$ cat src/hw/rtl/rm2eul_pkg.sv
// ----------------------------------------------------------------------------
// rm2eul_pkg
// Shared widths, arctangent table and word types for the matrix to euler block
// ----------------------------------------------------------------------------
package rm2eul_pkg;

    localparam int ELEMENT_WIDTH = 16;
    localparam int ANGLE_WIDTH   = 16;
    localparam int CORDIC_STAGES = 16;
    localparam int GUARD_SHIFT   = 20;
    // internal angle, 2^31 is pi
    localparam int ZWIDTH        = 32;
    localparam int CORDIC_WIDTH  = ELEMENT_WIDTH + GUARD_SHIFT + 4;
    localparam int SQ_WIDTH      = 2 * ELEMENT_WIDTH;
    localparam int ROOT_STEPS    = ELEMENT_WIDTH;
    localparam int SHIFT_WIDTH   = 5;

    // atan(2^-i), 2^31 is pi
    localparam logic [ZWIDTH-1:0] ATAN_TABLE [32] = '{
        32'd536870912, 32'd316933406, 32'd167458907, 32'd85004756, 32'd42667331,
        32'd21353447, 32'd10679838, 32'd5340245, 32'd2670163, 32'd1335087,
        32'd667544, 32'd333772, 32'd166886, 32'd83443, 32'd41722, 32'd20861,
        32'd10430, 32'd5215, 32'd2608, 32'd1304, 32'd652, 32'd326, 32'd163,
        32'd81, 32'd41, 32'd20, 32'd10, 32'd5, 32'd3, 32'd1, 32'd1, 32'd0
    };

    typedef struct packed {
        logic signed [ELEMENT_WIDTH-1:0] m00;
        logic signed [ELEMENT_WIDTH-1:0] m10;
        logic signed [ELEMENT_WIDTH-1:0] m20;
        logic signed [ELEMENT_WIDTH-1:0] m21;
        logic signed [ELEMENT_WIDTH-1:0] m22;
    } in_word_t;

    typedef struct packed {
        logic signed [ANGLE_WIDTH-1:0] roll_angle;
        logic signed [ANGLE_WIDTH-1:0] pitch_angle;
        logic signed [ANGLE_WIDTH-1:0] yaw_angle;
        logic                          singular;
    } out_word_t;

    typedef struct packed {
        logic                valid;
        logic [SQ_WIDTH-1:0] rem;
        logic [SQ_WIDTH-1:0] root;
        in_word_t            word;
    } root_cell_t;

    typedef struct packed {
        logic signed [CORDIC_WIDTH-1:0] x;
        logic signed [CORDIC_WIDTH-1:0] y;
        logic [ZWIDTH-1:0]              z;
        logic                           force_zero;
    } lane_t;

    typedef struct packed {
        logic  valid;
        lane_t roll;
        lane_t pitch;
        lane_t yaw;
    } cordic_cell_t;

endpackage

$ cat src/hw/rtl/rm2eul_cordic_cell.sv
// ----------------------------------------------------------------------------
// rm2eul_cordic_cell
// One vectoring micro-rotation for the roll, pitch and yaw lanes
// ----------------------------------------------------------------------------
module rm2eul_cordic_cell (
    input  logic                                  clk,
    input  logic                                  rst_n,
    input  logic                                  en,
    input  logic [rm2eul_pkg::SHIFT_WIDTH-1:0]    shift,
    input  logic [rm2eul_pkg::ZWIDTH-1:0]         atan_step,
    input  rm2eul_pkg::cordic_cell_t              d,
    output rm2eul_pkg::cordic_cell_t              q
);

    rm2eul_pkg::cordic_cell_t q_reg;
    rm2eul_pkg::cordic_cell_t q_next;

    function automatic rm2eul_pkg::lane_t rotate(
        input rm2eul_pkg::lane_t                  a,
        input logic [rm2eul_pkg::SHIFT_WIDTH-1:0] sh,
        input logic [rm2eul_pkg::ZWIDTH-1:0]      at
    );
        rm2eul_pkg::lane_t r;
        r = a;
        // drive y toward zero
        if (a.y > 0)
        begin
            r.x = a.x + (a.y >>> sh);
            r.y = a.y - (a.x >>> sh);
            r.z = a.z + at;
        end
        else
        begin
            r.x = a.x - (a.y >>> sh);
            r.y = a.y + (a.x >>> sh);
            r.z = a.z - at;
        end
        return r;
    endfunction

    always_comb
    begin
        q_next       = d;
        q_next.roll  = rotate(d.roll, shift, atan_step);
        q_next.pitch = rotate(d.pitch, shift, atan_step);
        q_next.yaw   = rotate(d.yaw, shift, atan_step);
    end

    always_ff @(posedge clk or negedge rst_n)
    begin
        if (!rst_n)
        begin
            q_reg <= '0;
        end
        else if (en)
        begin
            q_reg <= q_next;
        end
    end

    assign q = q_reg;

endmodule

$ cat config.mk
export PLATFORM = sky130hd
export DESIGN_NAME = rm2eul_cordic_cell
export DESIGN_NICKNAME = d
export VERILOG_FILES = /design/src/hw/rtl/rm2eul_pkg.sv /design/src/hw/rtl/rm2eul_cordic_cell.sv
export SDC_FILE = /design/constraint.sdc
export NUM_CORES = 2
export LEC_CHECK = 0
export BUFFER_PORTS_ARGS = -buffer_cell sky130_fd_sc_hd__buf_2
export CAP_MARGIN = 30
export CORE_AREA = 4 4 303 305
export DETAILED_ROUTE_END_ITERATION = 12
export DIE_AREA = 0 0 307 309
export PLACE_DENSITY = 0.83
export SYNTH_ARGS = -nofsm -noshare
export SYNTH_HDL_FRONTEND = slang
export SYNTH_SLANG_ARGS = --single-unit
$ cat constraint.sdc
create_clock -name clk -period 1.4 [get_ports clk]
set_input_delay 0.28 -clock clk [delete_from_list [all_inputs] [get_ports clk]]
set_output_delay 0.28 -clock clk [all_outputs]
set_load 0.01 [all_outputs]
==> results.md, run 1 <==
* Run status: stopped before the end
* Failing step: 5_1_grt
* Err: [ERROR GRT-0116] Global routing finished with congestion. Check the congestion regions in the DRC Viewer.
* Top post-synthesis cells by area: dfrtp_1 16%, mux4_2 14%, ha_1 7.9%
* Synth Cell Area at ~54000 µm²
* First-pass GRT wire length at approximately 700000 µm
* XOR/XNOR Fraction of Synth Area at 8.84%
* Post-Synth Adder-Cell Area at between 8 and 9%
* Std cell rows at 110
* Post-synthesis sequential area ratio at between 15 and 20%
* Ys async rst share at 100%
* Post-Synthesis Cells at between 6000 and 7000
* Number of global-route vias before repair at just over 100k
* Avg Synthesized Cell Area at slightly below 9 µm²
* Synth top area share at 15.8%
* Post-synth EDFFs at 0
* Post-synthesis mux area share at between 20% and 30%
* Die Y at about 310 µm
* Synth Area in Simple Gates at roughly 16%
* DP Area at just under 80000 µm²
* Synth area leader: dfrtp_1
* Synth top cells by count: 557 x nand2_1, 464 x nor2_1, 424 x a21oi_1
* Post-synthesis compound-gate area fraction at 21.5%
* Hpwl dp at ~250000 µm
* CTS Sinks at 340
* GRT Residual Overflow at approximately 4600
* Boundary Pins at between 700 and 800
* Initial core utilization at between 60% and 70%
* Synth Warn # at 0
* Post-synth cell types at around 110
* Main combinational cell family by area after synthesis: multiplexers
* Syn Nets at between 6000 and 7000
* TritonCTS Buffers at 40
* IO buf count at between 700 and 800
* All-layer global routing usage at 94.3%
* Cell with the most instances after synthesis: nand2_1
* Pin count of the biggest net entering global routing at 67
* Routability Congestion at between 1 and 1.5
* CTS max path bufs at 3
* Die Width at just over 300 µm
* H-tree depth at 2
* Post-synth top flop: dfrtp_1
* Root buf cell: clkbuf_16
* Post-synthesis register bit count at 340
==> repair_timing <==
| item | in CTS |
|---|---|
| pin swaps | 152 |
| hold endpoints to repair | 344 |
| endpoints found under the setup margin | 673 |
| gates cloned | 6 |
| buffers inserted | 87 |
| resized for setup | 397 |
| hold buffers | 5 |
==> through the flow <==
stage	TNS (ns)	setup slack (ns)	util (%)	std cells
after CTS	-972.28	-3.81	91.4	10348
after detailed placement	-1231.20	-5.00	86.9	10182
after global placement	-1133.81	-4.47	86.9	10182
after floorplan	-999.75	-4.47	-	6186
==> per-layer routing <==
| metal | GRT usage (%) | GRT overflow |
|---|---|---|
| met1 | 86.2 | 232 |
| met2 | 112 | 2888 |
| met3 | 81.8 | 213 |
| met4 | 104 | 1243 |
| met5 | 62.6 | 38 |
==> cells by family after synthesis <==
group / after synthesis
compound gates: 1755
flops: 340
simple gates: 1756
buf+inv: 524
mux: 914
xor+xnor: 545
fa+ha+maj: 352
==> run 2, diff against run 1 <==
--- a/config.mk
+++ b/config.mk
@@ -7,10 +7,10 @@
 export LEC_CHECK = 0
 export BUFFER_PORTS_ARGS = -buffer_cell sky130_fd_sc_hd__buf_2
 export CAP_MARGIN = 30
-export CORE_AREA = 4 4 303 305
+export CORE_AREA = 4 4 373 375
 export DETAILED_ROUTE_END_ITERATION = 12
-export DIE_AREA = 0 0 307 309
-export PLACE_DENSITY = 0.83
+export DIE_AREA = 0 0 377 379
+export PLACE_DENSITY_LB_ADDON = 0.15
 export SYNTH_ARGS = -nofsm -noshare
 export SYNTH_HDL_FRONTEND = slang
 export SYNTH_SLANG_ARGS = --single-unit
==> results.md, run 2 <==
* Total vias in the final route at roughly 67000
* Share of cells above drive strength 1 at between 50 and 60%
* Met1 usage in global routing at about 48%
* TritonCTS Buffers at 44 (+10%)
* Worst skew pair latency at ~0.63 ns
* Via density at between 5 and 6
* Grt peak-use layer: met2
* Clock slew at reported path FFs at ~0.06 ns
* Leak pwr at a little over 40 nW
* Sw Pwr at between 30 and 40 mW
* CTS tree: built
* FF/Latch Area at between 8000 and 9000 µm²
* Slew at the pin closest to its max-slew limit at ~0.91 ns
* Post-synthesis register bit count at 340 (unchanged)
* Post-synthesis compound-gate area fraction at 21.5% (unchanged)
* IO buf count at 719 (unchanged)
* Std cell rows at 135 (+23%)
* Worst vdd ir at about 1.3 mV
* Post-synth cell types at 106 (unchanged)
* Avg Synthesized Cell Area at 8.73 µm² (unchanged)
* Fillers at 11418
* Placed cell count at 10933 (+7.4%)
* Power Density at 1000 nW/µm²
* Synth Area in Simple Gates at 15.7% (unchanged)
* Top post-synthesis cells by area: dfrtp_1 16%, mux4_2 14%, ha_1 7.9%
* Fin crit share at 374%
* Area Overhead vs Synth at 62.5%
* WL final at 295000 µm
* RSZ-0062 raised after global routing: yes
* All-layer global routing usage at 39.3%
* Post-synth top flop: dfrtp_1
* Synth top area share at 15.8% (unchanged)
* Initial antenna violation count at 35
* Die ar. at between 100000 and 150000 µm²
* Max FFs per register at 340
* Commonest cells after routing, fill and taps aside: 2678 x buf_4, 712 x buf_2, 524 x nand2_1
* XOR/XNOR Fraction of Synth Area at 8.84% (unchanged)
* Post-synthesis mux area share at 25.4% (unchanged)
* Final-stage net count at slightly above 10000
* # Max-Cap Violations at 0
* Main combinational cell family by area after synthesis: multiplexers
* Startpoint types: primary input
* Post-route ant nets at 0
* Synth top cells by count: 557 x nand2_1, 464 x nor2_1, 424 x a21oi_1
* Synth Warn # at 0 (unchanged)
* Routing usage on met3 at 7.95%
* WL per Instance at between 20 and 30 µm
* Gate power share at between 60% and 70%
* Synth area leader: dfrtp_1
* Cell with the most instances after synthesis: nand2_1
* Finish-stage setup viols at 669
* Met2 Track Usage GR at 65.3%
* Final Hold Vio Count at 0
* Crit path time final at 5.23 ns
* Residual DRC count at 0
* Post-Synth Adder-Cell Area at 8.28% (unchanged)
* Root buf cell: clkbuf_16
* Post-synth EDFFs at 0 (unchanged)
* Clock power frac at 13.4%
* Required @ worst endpoint at ~1.9 ns
* Syn Nets at 6918 (unchanged)
* Crit path capture type: register
* CTS Sinks at 340 (unchanged)
* Core ar. at around 140000 µm²
* WP data arrival at roughly 5.7 ns
* Boundary Pins at 720 (unchanged)
* Routability Congestion at 1.03 (-18%)
* R2r worst-path depth at 1
* Pre-CTS WS at -5.05 ns (-0.0426 ns)
* Number of global-route vias before repair at roughly 67000
* Kind of critical path: in -> reg
* Die Width at 377 µm (+23%)
* Ys async rst share at 100% (unchanged)
* Fin. max-slew vios at 0
* Seq pwr share at between 10% and 20%
* Run status: complete, but fails checks
* F_max at ~190 MHz
* Post-Synthesis Cells at 6186 (unchanged)
* Slew HR at between 30% and 40%
* Die Y at 379 µm (+23%)
* First-pass GRT wire length at 426000 µm
* Synth Cell Area at 54000 µm² (unchanged)
* Pin count of the biggest net entering global routing at slightly above 60
* Final core occ at about two thirds
* Initial DRC count at 5731
* Hpwl dp at 240000 µm (-2.3%)
* Hold Crit Class: in -> reg
* Final Instance Count excl. Fillers at 11300
* P_int at around 50 mW
* Final Skew at 0 ns
* CTS max path bufs at 3 (unchanged)
* Sw Ratio at 42.4%
* Multi-input gate area at 47300 µm²
* Worst setup margin at -3.83 ns
* Initial core utilization at 39.9% (-21 points)
* GRT Residual Overflow at 0
* Commonest non-fill, non-tap cell in the layout: buf_4
* Pre-antenna DRT Iters at 7
* Failing checks: negative setup slack
* Power, Total at just under 90 mW
* Worst-path maximum fanout at 5
* Hold Crit Depth at 3
* H-tree depth at 2 (unchanged)
* Post-synthesis sequential area ratio at 15.8% (unchanged)
run 2: kinds of logic (layout without fill, tap and decap cells):
| family | after synthesis | after routing |
|---|---|---|
| and+or+nand+nor | 1756 | 1756 |
| AOI/OAI and AO/OA | 1755 | 1755 |
| muxes | 914 | 914 |
| xor gates and xnor gates | 545 | 545 |
| buffers and inverters | 524 | 3828 |
| adders and majority gates | 352 | 352 |
| DFF | 340 | 340 |
| other | 0 | 29 |
run 2: final timing paths:
check	from	slack (ns)	end
worst max-delay path	shift[1]	-3.83	q[224]$_DFFE_PN0P_
worst min-delay path	d[259]	0.02	q[259]$_DFFE_PN0P_
worst max register to register	q[71]$_DFFE_PN0P_	0.33	q[71]$_DFFE_PN0P_
worst min register to register	q[214]$_DFFE_PN0P_	0.48	q[214]$_DFFE_PN0P_
max in group asynchronous	rst_n	0.56	q[184]$_DFFE_PN0P_
min in group asynchronous	rst_n	0.07	q[246]$_DFFE_PN0P_
run 2: layout make-up:
| cell class | instances | area share [%] |
|---|---|---|
| clock buffers | 57 | 1.37 |
| diodes | 29 | 0.0827 |
| multi-input cells | 5322 | 54.0 |
| well taps | 1781 | 2.54 |
| clock inverters | 22 | 0.284 |
| repair buffers | 3611 | 31.4 |
| inverters | 138 | 0.639 |
| flip-flops and latches | 340 | 9.70 |
run 2: worst max-delay path: stages:
cell and delay, ns:
buf_16 0.12, mux4_2 0.56, a222oi_1 0.48, o22ai_1 0.20, a211oi_2 0.27, or4b_4 0.52
nor3_4 0.22, and2_4 0.18, nor2b_4 0.15, inv_2 0.06, o21ai_0 0.20, xnor2_1 0.21
ha_1 0.32, a21o_1 0.18, a21oi_1 0.19, o21bai_1 0.13, o311a_1 0.42, o21ai_2 0.20
a211oi_2 0.10, o41a_1 0.33, xor2_1 0.15, mux2_4 0.25
run 2: power groups by stage:
| stage | combinational (mW) | sequential [mW] | clock [mW] |
|---|---|---|---|
| after floorplan | 25.4 | 17.6 | 0 |
| after global placement | 53.5 | 15.9 | 0 |
| after detailed placement | 53.9 | 16.1 | 0 |
| after CTS | 57.2 | 16.0 | 12.1 |
| after global routing | 63.8 | 16.4 | 12.4 |
| final | 59.9 | 16.0 | 11.8 |
run 2: repair_timing:
| action | in CTS | in global routing |
|---|---|---|
| pin swaps | 270 | 253 |
| hold buffers | 8 | 0 |
| buffers inserted | 151 | 105 |
| endpoints found under the setup margin | 673 | 673 |
| cloned | 17 | 3 |
| endpoints found under the hold margin | 240 | 0 |
| gates resized for setup | 539 | 295 |
run 2: per-layer routing:
metal  share of wire, %  vias to the layer above
li1                   -                    30159
met1                 38                    32620
met2                 46                     3336
met3                8.6                      857
met4                6.6                       14
met5              0.032                        -
run 2: through the flow:
stage / setup TNS, ns / hold WS [ns] / cell area, µm²
detailed placement: -1234.35 / 0.152 / 79900
global route: -1021.33 / 0.0139 / 87700
global placement: -1228.74 / 0.148 / 79900
CTS: -940.37 / -0.0170 / 85400
finish: -962.88 / 0.0230 / 87700
floorplan: -999.75 / -0.0156 / 55500
Note: power is estimated with default switching activity, not from simulation.
