**src/hw/rtl/rm2eul_pkg.sv**
```systemverilog
// ----------------------------------------------------------------------------
// rm2eul_pkg
// Shared widths, arctangent table and word types for the matrix to euler block
// ----------------------------------------------------------------------------
package rm2eul_pkg;

    localparam int ELEMENT_WIDTH = 16;
    localparam int ANGLE_WIDTH   = 16;
    localparam int CORDIC_STAGES = 16;
    localparam int GUARD_SHIFT   = 20;
    // internal angle, 2^31 is pi
    localparam int ZWIDTH        = 32;
    localparam int CORDIC_WIDTH  = ELEMENT_WIDTH + GUARD_SHIFT + 4;
    localparam int SQ_WIDTH      = 2 * ELEMENT_WIDTH;
    localparam int ROOT_STEPS    = ELEMENT_WIDTH;
    localparam int SHIFT_WIDTH   = 5;

    // atan(2^-i), 2^31 is pi
    localparam logic [ZWIDTH-1:0] ATAN_TABLE [32] = '{
        32'd536870912, 32'd316933406, 32'd167458907, 32'd85004756, 32'd42667331,
        32'd21353447, 32'd10679838, 32'd5340245, 32'd2670163, 32'd1335087,
        32'd667544, 32'd333772, 32'd166886, 32'd83443, 32'd41722, 32'd20861,
        32'd10430, 32'd5215, 32'd2608, 32'd1304, 32'd652, 32'd326, 32'd163,
        32'd81, 32'd41, 32'd20, 32'd10, 32'd5, 32'd3, 32'd1, 32'd1, 32'd0
    };

    typedef struct packed {
        logic signed [ELEMENT_WIDTH-1:0] m00;
        logic signed [ELEMENT_WIDTH-1:0] m10;
        logic signed [ELEMENT_WIDTH-1:0] m20;
        logic signed [ELEMENT_WIDTH-1:0] m21;
        logic signed [ELEMENT_WIDTH-1:0] m22;
    } in_word_t;

    typedef struct packed {
        logic signed [ANGLE_WIDTH-1:0] roll_angle;
        logic signed [ANGLE_WIDTH-1:0] pitch_angle;
        logic signed [ANGLE_WIDTH-1:0] yaw_angle;
        logic                          singular;
    } out_word_t;

    typedef struct packed {
        logic                valid;
        logic [SQ_WIDTH-1:0] rem;
        logic [SQ_WIDTH-1:0] root;
        in_word_t            word;
    } root_cell_t;

    typedef struct packed {
        logic signed [CORDIC_WIDTH-1:0] x;
        logic signed [CORDIC_WIDTH-1:0] y;
        logic [ZWIDTH-1:0]              z;
        logic                           force_zero;
    } lane_t;

    typedef struct packed {
        logic  valid;
        lane_t roll;
        lane_t pitch;
        lane_t yaw;
    } cordic_cell_t;

endpackage

```
**src/hw/rtl/rm2eul_sqrt_cell.sv**
```systemverilog
// ----------------------------------------------------------------------------
// rm2eul_sqrt_cell
// One digit step of the square root, carries the matrix word along
// ----------------------------------------------------------------------------
module rm2eul_sqrt_cell (
    input  logic                               clk,
    input  logic                               rst_n,
    input  logic                               en,
    input  logic [rm2eul_pkg::SQ_WIDTH-1:0]    bit_weight,
    input  rm2eul_pkg::root_cell_t             d,
    output rm2eul_pkg::root_cell_t             q
);

    rm2eul_pkg::root_cell_t        q_reg;
    rm2eul_pkg::root_cell_t        q_next;
    logic [rm2eul_pkg::SQ_WIDTH:0] trial;

    always_comb
    begin
        q_next = d;
        trial  = {1'b0, d.root} + {1'b0, bit_weight};
        if ({1'b0, d.rem} >= trial)
        begin
            q_next.rem  = d.rem - trial[rm2eul_pkg::SQ_WIDTH-1:0];
            q_next.root = (d.root >> 1) + bit_weight;
        end
        else
        begin
            q_next.root = d.root >> 1;
        end
    end

    always_ff @(posedge clk or negedge rst_n)
    begin
        if (!rst_n)
        begin
            q_reg <= '0;
        end
        else if (en)
        begin
            q_reg <= q_next;
        end
    end

    assign q = q_reg;

endmodule

```
**config.mk**
```make
export PLATFORM = sky130hd
export DESIGN_NAME = rm2eul_sqrt_cell
export DESIGN_NICKNAME = d
export VERILOG_FILES = /design/src/hw/rtl/rm2eul_pkg.sv /design/src/hw/rtl/rm2eul_sqrt_cell.sv
export SDC_FILE = /design/constraint.sdc
export NUM_CORES = 1
export LEC_CHECK = 0
export BUFFER_PORTS_ARGS = -buffer_cell sky130_fd_sc_hd__buf_2
export CORE_ASPECT_RATIO = 1.25
export CORE_UTILIZATION = 40
export DETAILED_ROUTE_END_ITERATION = 8
export GPL_TIMING_DRIVEN = 0
export PLACE_DENSITY = 0.72
export SLEW_MARGIN = 30
export SYNTH_ARGS = -nofsm -noshare
export SYNTH_HDL_FRONTEND = slang
export SYNTH_SLANG_ARGS = --single-unit
```
**constraint.sdc**
```tcl
create_clock -name clk -period 0.8 [get_ports clk]
set_input_delay 0.16 -clock clk [delete_from_list [all_inputs] [get_ports clk]]
set_output_delay 0.16 -clock clk [all_outputs]
set_load 0.005 [all_outputs]
```
* After elaboration in Yosys (flattened, before gate mapping)
Cells that the tools add are included.
** Storage, ports and cells
- Flip-flop bits (word level) :: 145
- Bits of input ports :: 180
- Logic and storage cells :: 14
** Cells by class
- Add/sub/neg operators :: 3
- $lt $le $gt $ge :: 1
- Multiplexer cells :: 2
** Operators with widths (number)
- 32-bit 2-to-1 mux :: 2
- 32-bit by 32-bit adder with 33-bit output :: 1
- 32-bit by 33-bit >= comparator with 1-bit output :: 1
- 31-bit by 32-bit adder with 32-bit output :: 1
- 32-bit subtractor :: 1

* Depth between registers and ports, before layout
Gate-level depths: netlist of run 1.
- Depth after elaboration :: 3
- Gate-level depth with buffers :: 24

* Least setup slack after synthesis of run 1
OpenSTA, ideal clock, no wires.
- Path type :: in2reg
- Start :: in bit_weight[0] (netlist bit)
- End :: reg q_reg (netlist bit q[109])
- Required time :: 0.674 ns
- Setup slack :: -3.726 ns
- Library setup time :: 0.126 ns
- Stages :: 21
- Arrival time :: 4.400 ns
- Cells stage by stage :: ha_1 > fa_1 > a211oi_1 > o21bai_1 > o22a_1 > a22oi_2 > o31ai_2 > a211o_1 > a21o_1 > a2111oi_0 > a311oi_1 > ha_1 > a21boi_0 > a31o_2 > a211oi_1 > o211ai_1 > a211oi_2 > buf_6 > buf_12 > nor2_2 > a221o_1
** Between the ends
- Cells in the longest elaborated chain, start to end :: 3
** Ends and longest elaborated chain
- start, declared :: line rm2eul_sqrt_cell.sv:9 : input logic [rm2eul_pkg::SQ_WIDTH-1:0] bit_weight,
- 32-bit by 32-bit adder with 33-bit output :: line rm2eul_sqrt_cell.sv:21 : trial = {1'b0, d.root} + {1'b0, bit_weight};
- 32-bit by 33-bit >= comparator with 1-bit output :: line rm2eul_sqrt_cell.sv:22 : if ({1'b0, d.rem} >= trial)
- 32-bit 2-to-1 mux (*) :: line rm2eul_sqrt_cell.sv:22
- end signal, assigned :: line rm2eul_sqrt_cell.sv:41 : q_reg <= q_next;
- end, declared :: line rm2eul_sqrt_cell.sv:14 : rm2eul_pkg::root_cell_t q_reg;
Every way passes the cells marked *; elsewhere a longest branch is shown, timed or not.
A chain may end at the register's enable or synchronous reset.

* Worst setup path in the final report of run 1
- Start :: in bit_weight[17] (netlist bit)
- End :: reg q_reg (netlist bit q[112])
** Between the ends
- Cells in the longest elaborated chain, start to end :: 3
** Ends and longest elaborated chain (line)
- 32-bit by 32-bit adder with 33-bit output :: rm2eul_sqrt_cell.sv:21
- 32-bit by 33-bit >= comparator with 1-bit output :: rm2eul_sqrt_cell.sv:22
- 32-bit 2-to-1 mux :: rm2eul_sqrt_cell.sv:22
No other way between the ends.

==> summary.md, run 1 <==
| Metric | Value |
|---|---|
| Run status | complete, but fails checks |
| Violated checks | negative hold slack, negative setup slack |
| DRC | 0 |
| Final Setup Violations | 268 |
| CTS tree | done |
| Die height | 187 um |
| Initial antenna violation count | 12 |
| Row count | 67 |
| Clock Path Buffers | 2 |
| Commonest cells after routing, fill and taps aside | buf_2, dfrtp_1, a21oi_1 |
| Achievable Freq | 225 MHz |
| Post-route minimum period | 4440 ps |
| CP required | 1110 ps |
| Core area | 26800 um^2 |
| Vias in the first global route | 10900 |
| Clock root cell | clkbuf_16 |
| Setup CP Type | input pin to register |
| First-pass GRT wire length | 58200 um |
| Design area | 16600 um^2 |
| Syn Nets | 1426 |
| Cells on worst reg2reg path | 3 |
| # hold bufs at CTS | 78 |
| Register-to-Register Setup Slack | -280 ps |
| Avg Cell Area, Syn | 9.50 um^2 |
| Antenna Nets Post-Route | 0 |
| Hold Fails Final Rpt | 73 |
| Slew HR | 41.5% |
| Fin Clk Skew | 0 ps |
| IO Count | 325 |
| Vias/cell | 5.52 |
| Clk Latency, worst-skew pair | 430 ps |
| H-tree Lvls | 4 |
| #FFs+latches synth | 145 |
| RePlAce Congestion | 0.912 |
| Post-Synthesis Cells | 1148 |
| Fin crit share | 555% |
| Async S/R FF share, synth | 100% |
| Commonest non-fill, non-tap cell in the layout | buf_2 |
| Syn Std Cell Area | 10900 um^2 |
| Pin count of the biggest net entering global routing | 75 |
| Crit-path max FO | 6 |
| Distinct cells, synth | 68 |
| First-pass DRT Iterations | 5 |
| Cell accounting for the most synthesized area | dfrtp_1 |
| Fin nets | 1975 |
| Die area | 27900 um^2 |
| Tot GR Track Use | 27.2% |
| Detailed Route WL | 40600 um |
| Initial Util | 40.7% |
| RSZ-0062 raised after global routing | yes |
| Leakage | 8.00 nW |
| Layout cells sized above 1 | 38.5% |
| CP Launch Type | input pin |
| Main area contributors after synthesis | dfrtp_1, ha_1, mux2_2, a21oi_1, mux2i_1 |
| Detail Placement HPWL | 27700 um |
| Fin Hold WS | -295 ps |
| CP arrival | 4750 ps |
| Max reg flops | 145 |
| Yosys warning total | 0 |
| Max Cap Viol | 0 |
| Synth Flop Type | dfrtp_1 |
| Worst-Margin Slew | 878 ps |
| Clock-pin slew on the worst setup and hold paths | 60 ps |
| Grt ovf | 0 |
| Number of synthesized flops with an enable pin | 0 |
| Die Width | 150 um |
| Crit. End Element | register |
| Routed len/inst | 19.7 um |
| Synth top area share | 33.3% |
| Pins over their slew limit | 0 |
| Synthesis-to-layout area growth | 52.0% |
| Post-DP Area | 13600 um^2 |
| Clk sinks | 145 |
| DRT iter0 DRCs | 464 |
| Inserted Clock Buffers | 17 |
| Number of port buffers | 323 |
| P per Cell Area | 2000 nW/um^2 |
| Total number of vias | 11400 |
| Sequential area share after synthesis | 33.3% |
| Worst min path class | input pin to async pin |
| Setup total negative slack | -279070 ps |
| Worst vdd rail ir drop | 1.29 mV |
| Final WS setup | -3640 ps |
-- routing by layer --
| layer | wire length, um | track usage (%) |
|---|---|---|
| met1 | 15800 | 30.2 |
| met5 | 49 | 0 |
| met2 | 20500 | 48.8 |
| met3 | 2410 | 4.84 |
| met4 | 1840 | 13.7 |
-- area by class of cell --
| cell class | count | area [um^2] |
|---|---|---|
| inverter | 29 | 109 |
| clock inverter | 15 | 166 |
| clock buffer | 17 | 425 |
| buffer | 40 | 488 |
| timing repair buffer | 536 | 3810 |
| sequential | 145 | 3630 |
| multi-input combinational | 928 | 7510 |
| tap | 345 | 432 |
| fill | 2211 | 10200 |
| antenna | 8 | 20.0 |
-- per-stage QoR --
stage / setup WS, ps / std cells / utilization (%) / power (W)
final: -3640 / 2063 / 61.8 / 0.0332
after global routing: -3770 / 2059 / 61.8 / 0.0349
after CTS: -3580 / 2000 / 59.1 / 0.0317
after detailed placement: -4660 / 1817 / 50.7 / 0.0216
after global placement: -4660 / 1816 / 50.6 / 0.0214
after floorplan: -3580 / 1148 / - / 0.0176
-- cell families (layout without fill, tap and decap cells) --
group | count (synthesis) | after routing | share of synthesized area (%)
DFF | 145 | 145 | 33.3
buffers and inverters | 75 | 637 | 3.63
adders and majority gates | 98 | 98 | 11.4
AOI/OAI and AO/OA | 346 | 346 | 20.6
other | 0 | 8 | 0
xor gates and xnor gates | 75 | 75 | 6.02
muxes | 133 | 133 | 13.2
and+or+nand+nor | 276 | 276 | 11.9
-- what timing repair did --
action	CTS	global route
gates cloned	3	3
gates resized for setup	45	62
buffers inserted	75	68
endpoints found under the hold margin	151	73
pin swaps	27	16
setup endpoints to repair	214	244
-- Yosys cell counts (4+ instances only) --
cell        n
nand3_1    26
nand2_1    75
o311ai_0    5
xnor2_1    46
and3_1      9
or3_1       7
nor2b_1    14
mux2_2     84
inv_1      29
nor2_1     85
ha_1       95
mux2i_1    49
a211oi_1   12
a21o_1     42
nand2b_1   14
o21ai_0    51
clkbuf_1   35
and2_1      5
xor2_1     29
o21bai_1   12
a211o_1     7
o31a_1      4
buf_12      6
a221o_1    10
nor2_2      5
o21a_1      5
o211ai_1   10
or2_2       6
a21oi_1   120
nand4_1     6
o31ai_1     5
nor3_1     13
o21ai_1     4
a31oi_1    17
dfrtp_1   145
-- final timing paths --
path | to | from
max reg2reg | q[116] | q[116]
min reg2reg | q[103] | q[103]
min | q[20] | rst_n
min in group clk | q[141] | d[141]
max | q[112] | bit_weight[17]
max in group asynchronous | q[81] | rst_n
-- where the power goes --
group / internal, W / switching (W)
logic: 0.00820 / 0.00768
registers: 0.00840 / 0.000682
clock network: 0.00444 / 0.00375
total: 0.0210 / 0.0121
-- critical path: stages --
cell and delay, ps:
buf_2 120, ha_1 380, a21o_1 210, a21o_1 180
a21o_1 190, a221o_1 360, nor2b_1 160, a211o_1 320
a21o_1 240, a2111oi_4 360, a311oi_2 70, ha_2 350
a21boi_1 60, a31o_2 220, a211oi_2 230, o211ai_1 140
a211oi_2 200, buf_6 160, buf_12 150, buf_6 130
mux2i_1 80, mux2_2 270
(Power assumes the default switching activity.)
==> run 2, diff against run 1 <==
Settings changed: ABC_AREA from default to 1, PLACE_DENSITY 0.72 to 0.71.
==> summary.md, run 2 <==
| Metric | Value |
|---|---|
| Die height | 199 um (+6.6%) |
| Commonest cells after routing, fill and taps aside | nand2_1, buf_2, inv_1 |
| Syn Nets | 2240 (+57%) |
| Number of port buffers | 324 (+0.31%) |
| Clk sinks | 145 (unchanged) |
| CP Launch Type | input pin |
| Synthesis-to-layout area growth | 50.6% |
| P per Cell Area | 1880 nW/um^2 (-6.1%) |
| Crit-path max FO | 5 (-1) |
| Setup CP Type | input pin to register |
| Commonest non-fill, non-tap cell in the layout | nand2_1 |
| Run status | complete, but fails checks |
| Fin Clk Skew | 0 ps (unchanged) |
| Number of synthesized flops with an enable pin | 0 (unchanged) |
| Total number of vias | 15000 (+32%) |
| Setup total negative slack | -202060 ps (+77000 ps) |
| Post-place setup slack | -3330 ps (+1340 ps) |
| DRC | 0 (unchanged) |
| FF/Latch Area | 3630 um^2 (unchanged) |
| Vias in the first global route | 14000 (+28%) |
| Leakage | 10.4 nW (+30%) |
| RePlAce Congestion | 0.958 (+5.1%) |
| Cells on worst reg2reg path | 4 (+1) |
| Clock-pin slew on the worst setup and hold paths | 70 ps (about the same) |
| Core area | 30300 um^2 (+13%) |
| Synth top area share | 29.2% (-4.0 points) |
| Fin nets | 2793 (+41%) |
| Setup crit start | bit_weight[0] |
| Simple-gate share of the synthesized area | 38.8% (+27 points) |
| Max Cap Viol | 0 (unchanged) |
| Finished Core Util | 61.7% (-0.14 points) |
| Final WS setup | -2470 ps (+1180 ps) |
| Post-Synthesis Cells | 1962 (+71%) |
| IO Count | 325 (unchanged) |
| Layout cells sized above 1 | 30.3% (-8.2 points) |
| RSZ-0062 raised after global routing | yes |
| Grt ovf | 0 (unchanged) |
| # hold bufs at CTS | 81 (+3.8%) |
| Fin Hold WS | -349 ps (-54.6 ps) |
| Worst-Margin Slew | 775 ps (-103 ps) |
| Max reg flops | 145 (unchanged) |
| Pins over their slew limit | 0 (unchanged) |
| Multi-input logic area | 9090 um^2 (+21%) |
| Sequential area share after synthesis | 29.2% (-4.0 points) |
| Clk Latency, worst-skew pair | 440 ps (about the same) |
| Slew HR | 48.3% (+6.9 points) |
| CP required | 1140 ps (+30 ps) |
| Distinct cells, synth | 37 (-46%) |
| Post-Synth Adder-Cell Area | 10.1% (-1.4 points) |
| Async S/R FF share, synth | 100% (unchanged) |
| Synth Flop Type | dfrtp_1 |
| R2r endpoint | q[108] |
| Syn Std Cell Area | 12400 um^2 (+14%) |
| Hold Fails Final Rpt | 57 (-22%) |
| Initial antenna violation count | 3 (-9) |
| Register-to-Register Setup Slack | -90 ps (+190 ps) |
| Reg-to-reg startpoint | q[108] |
| Detail Placement HPWL | 36300 um (+31%) |
| Clock Path Buffers | 2 (unchanged) |
| Vias/cell | 5.13 (-7.0%) |
| Cell accounting for the most synthesized area | dfrtp_1 |
| Post-route minimum period | 3270 ps (-1180 ps) |
| CTS tree | done |
| Violated checks | negative hold slack, negative setup slack |
| Clock root cell | clkbuf_16 |
| Die area | 31700 um^2 (+14%) |
| Row count | 71 (+6.0%) |
| Compound-Gate Fraction of Synth Area | 8.73% (-12 points) |
| Top-count cell post-synth | nand2_1 |
| Inserted Clock Buffers | 17 (unchanged) |
| Antenna Nets Post-Route | 0 (unchanged) |
| First-pass GRT wire length | 73100 um (+26%) |
| Achievable Freq | 306 MHz (+36%) |
| Crit. End Element | register |
| First-pass DRT Iterations | 6 (+1) |
| Detailed Route WL | 50100 um (+23%) |
| Worst min path class | input pin to async pin |
| Pin count of the biggest net entering global routing | 89 (+19%) |
| #FFs+latches synth | 145 (unchanged) |
| Tot GR Track Use | 29.7% (+2.5 points) |
| FILL cells | 2700 (+22%) |
| Die Width | 160 um (+6.5%) |
| DRT iter0 DRCs | 980 (+110%) |
| Fin crit share | 408% (-150 points) |
| Yosys warning total | 0 (unchanged) |
| Post-Synth XOR/XNOR Area | 4.09% (-1.9 points) |
| CP arrival | 3600 ps (-1150 ps) |
| Final Setup Violations | 212 (-21%) |
| Main area contributors after synthesis | dfrtp_1, nand2_1, ha_1, inv_1, nand3_1 |
| Routed len/inst | 17.1 um (-13%) |
| Top cells by count, synth | nand2_1, inv_1, nand3_1, dfrtp_1, nor2_1 |
| Initial Util | 41.0% (+0.28 points) |
| Worst vdd rail ir drop | 1.39 mV (+8.0%) |
| Mux cell area share after synthesis | 0% (-13 points) |
| H-tree Lvls | 4 (unchanged) |
| Avg Cell Area, Syn | 6.32 um^2 (-33%) |
| Largest family of logic cells by synthesized area | simple AND/OR/NAND/NOR gates |
-- run 2: changes by cell type after synthesis, sizes merged, moves of 12 or more --
cell and delta:
a211oi -13, xor2 -17, nand2 +763, a21o -37, nand2b -14, nand3b +13, mux2 -84, mux2i -49
a31oi -13, nor2 +31, nor2b -14, buf +12, inv +205, nand3 +148
-- run 2: logic make-up after synthesis --
logic type	Yosys count
and+or+nand+nor	1180
buffers and inverters	283
AOI/OAI and AO/OA	198
xor gates and xnor gates	58
adders and majority gates	98
DFF	145
-- run 2: final cells by class --
| type | instances | share of cell area [%] |
|---|---|---|
| Antenna cell | 3 | 0.0402 |
| Buffer | 47 | 1.95 |
| Clock buffer | 17 | 2.28 |
| Clock inverter | 15 | 0.991 |
| Inverter | 234 | 4.72 |
| Multi-Input combinational cell | 1537 | 48.7 |
| Sequential cell | 145 | 19.4 |
| Tap cell | 401 | 2.69 |
| Timing Repair Buffer | 533 | 19.2 |
-- run 2: worst max path at each step --
stage / end / slack [ps] / cells past startpoint
finish: q[142] / -2470 / 24
global route: q[111] / -2600 / 23
CTS: q[111] / -2350 / 25
detailed placement: q[111] / -3330 / 24
global placement: q[143] / -3300 / 24
floorplan: q[83] / -2360 / 22
-- run 2: repair_timing --
action                     in CTS  in global routing
gates cloned                    7                  4
pin swaps                      42                 97
setup buffers                  63                 60
resized for setup             119                244
setup endpoints to repair     290                245
hold endpoints to repair      138                 57
-- run 2: stage by stage --
step	area, um^2	hold slack (ps)	std cells	power (W)
3_3_place_gp	14600	361	2687	0.0216
6_report	18700	-349	2932	0.0351
5_1_grt	18700	-321	2931	0.0371
4_1_cts	17200	-359	2871	0.0323
2_1_floorplan	12500	-136	1962	0.0172
3_5_place_dp	14600	142	2688	0.0217
-- run 2: per-layer routing --
layer  routed length (um)  part of all wire (%)  vias to the layer above  GRT usage [%]
li1                     -                     -                     7327              -
met1                20400                    41                     6963           35.5
met2                24000                    48                      587           51.5
met3                 3000                   6.0                      158           4.86
met4                 2670                   5.3                        2           14.8
met5                   13                 0.026                        -              0
-- run 2: worst max-delay path, stage by stage --
cell and delay [ps]:
buf_8 100, ha_4 160, fa_2 370, nand3_2 100, nand2_4 70, a21oi_4 190, o21ai_4 100, a21oi_4 260
o21ai_2 130, xor2_2 220, ha_4 330, nand2_4 60, nor2_4 120, nand2_2 70, nor3b_2 150, nand2_1 80
nand3_2 110, nand3_4 130, buf_12 190, nand2_8 130, buf_8 160, nand2_1 70, nand3_1 70, nand2_1 60
-- run 2: power breakdown --
| part | internal, W | leakage (nW) | switching (W) |
|---|---|---|---|
| clock network | 0.00449 | 0.293 | 0.00379 |
| registers | 0.00837 | 1.76 | 0.000573 |
| logic | 0.00763 | 8.33 | 0.0102 |
| total | 0.0205 | 10.4 | 0.0146 |
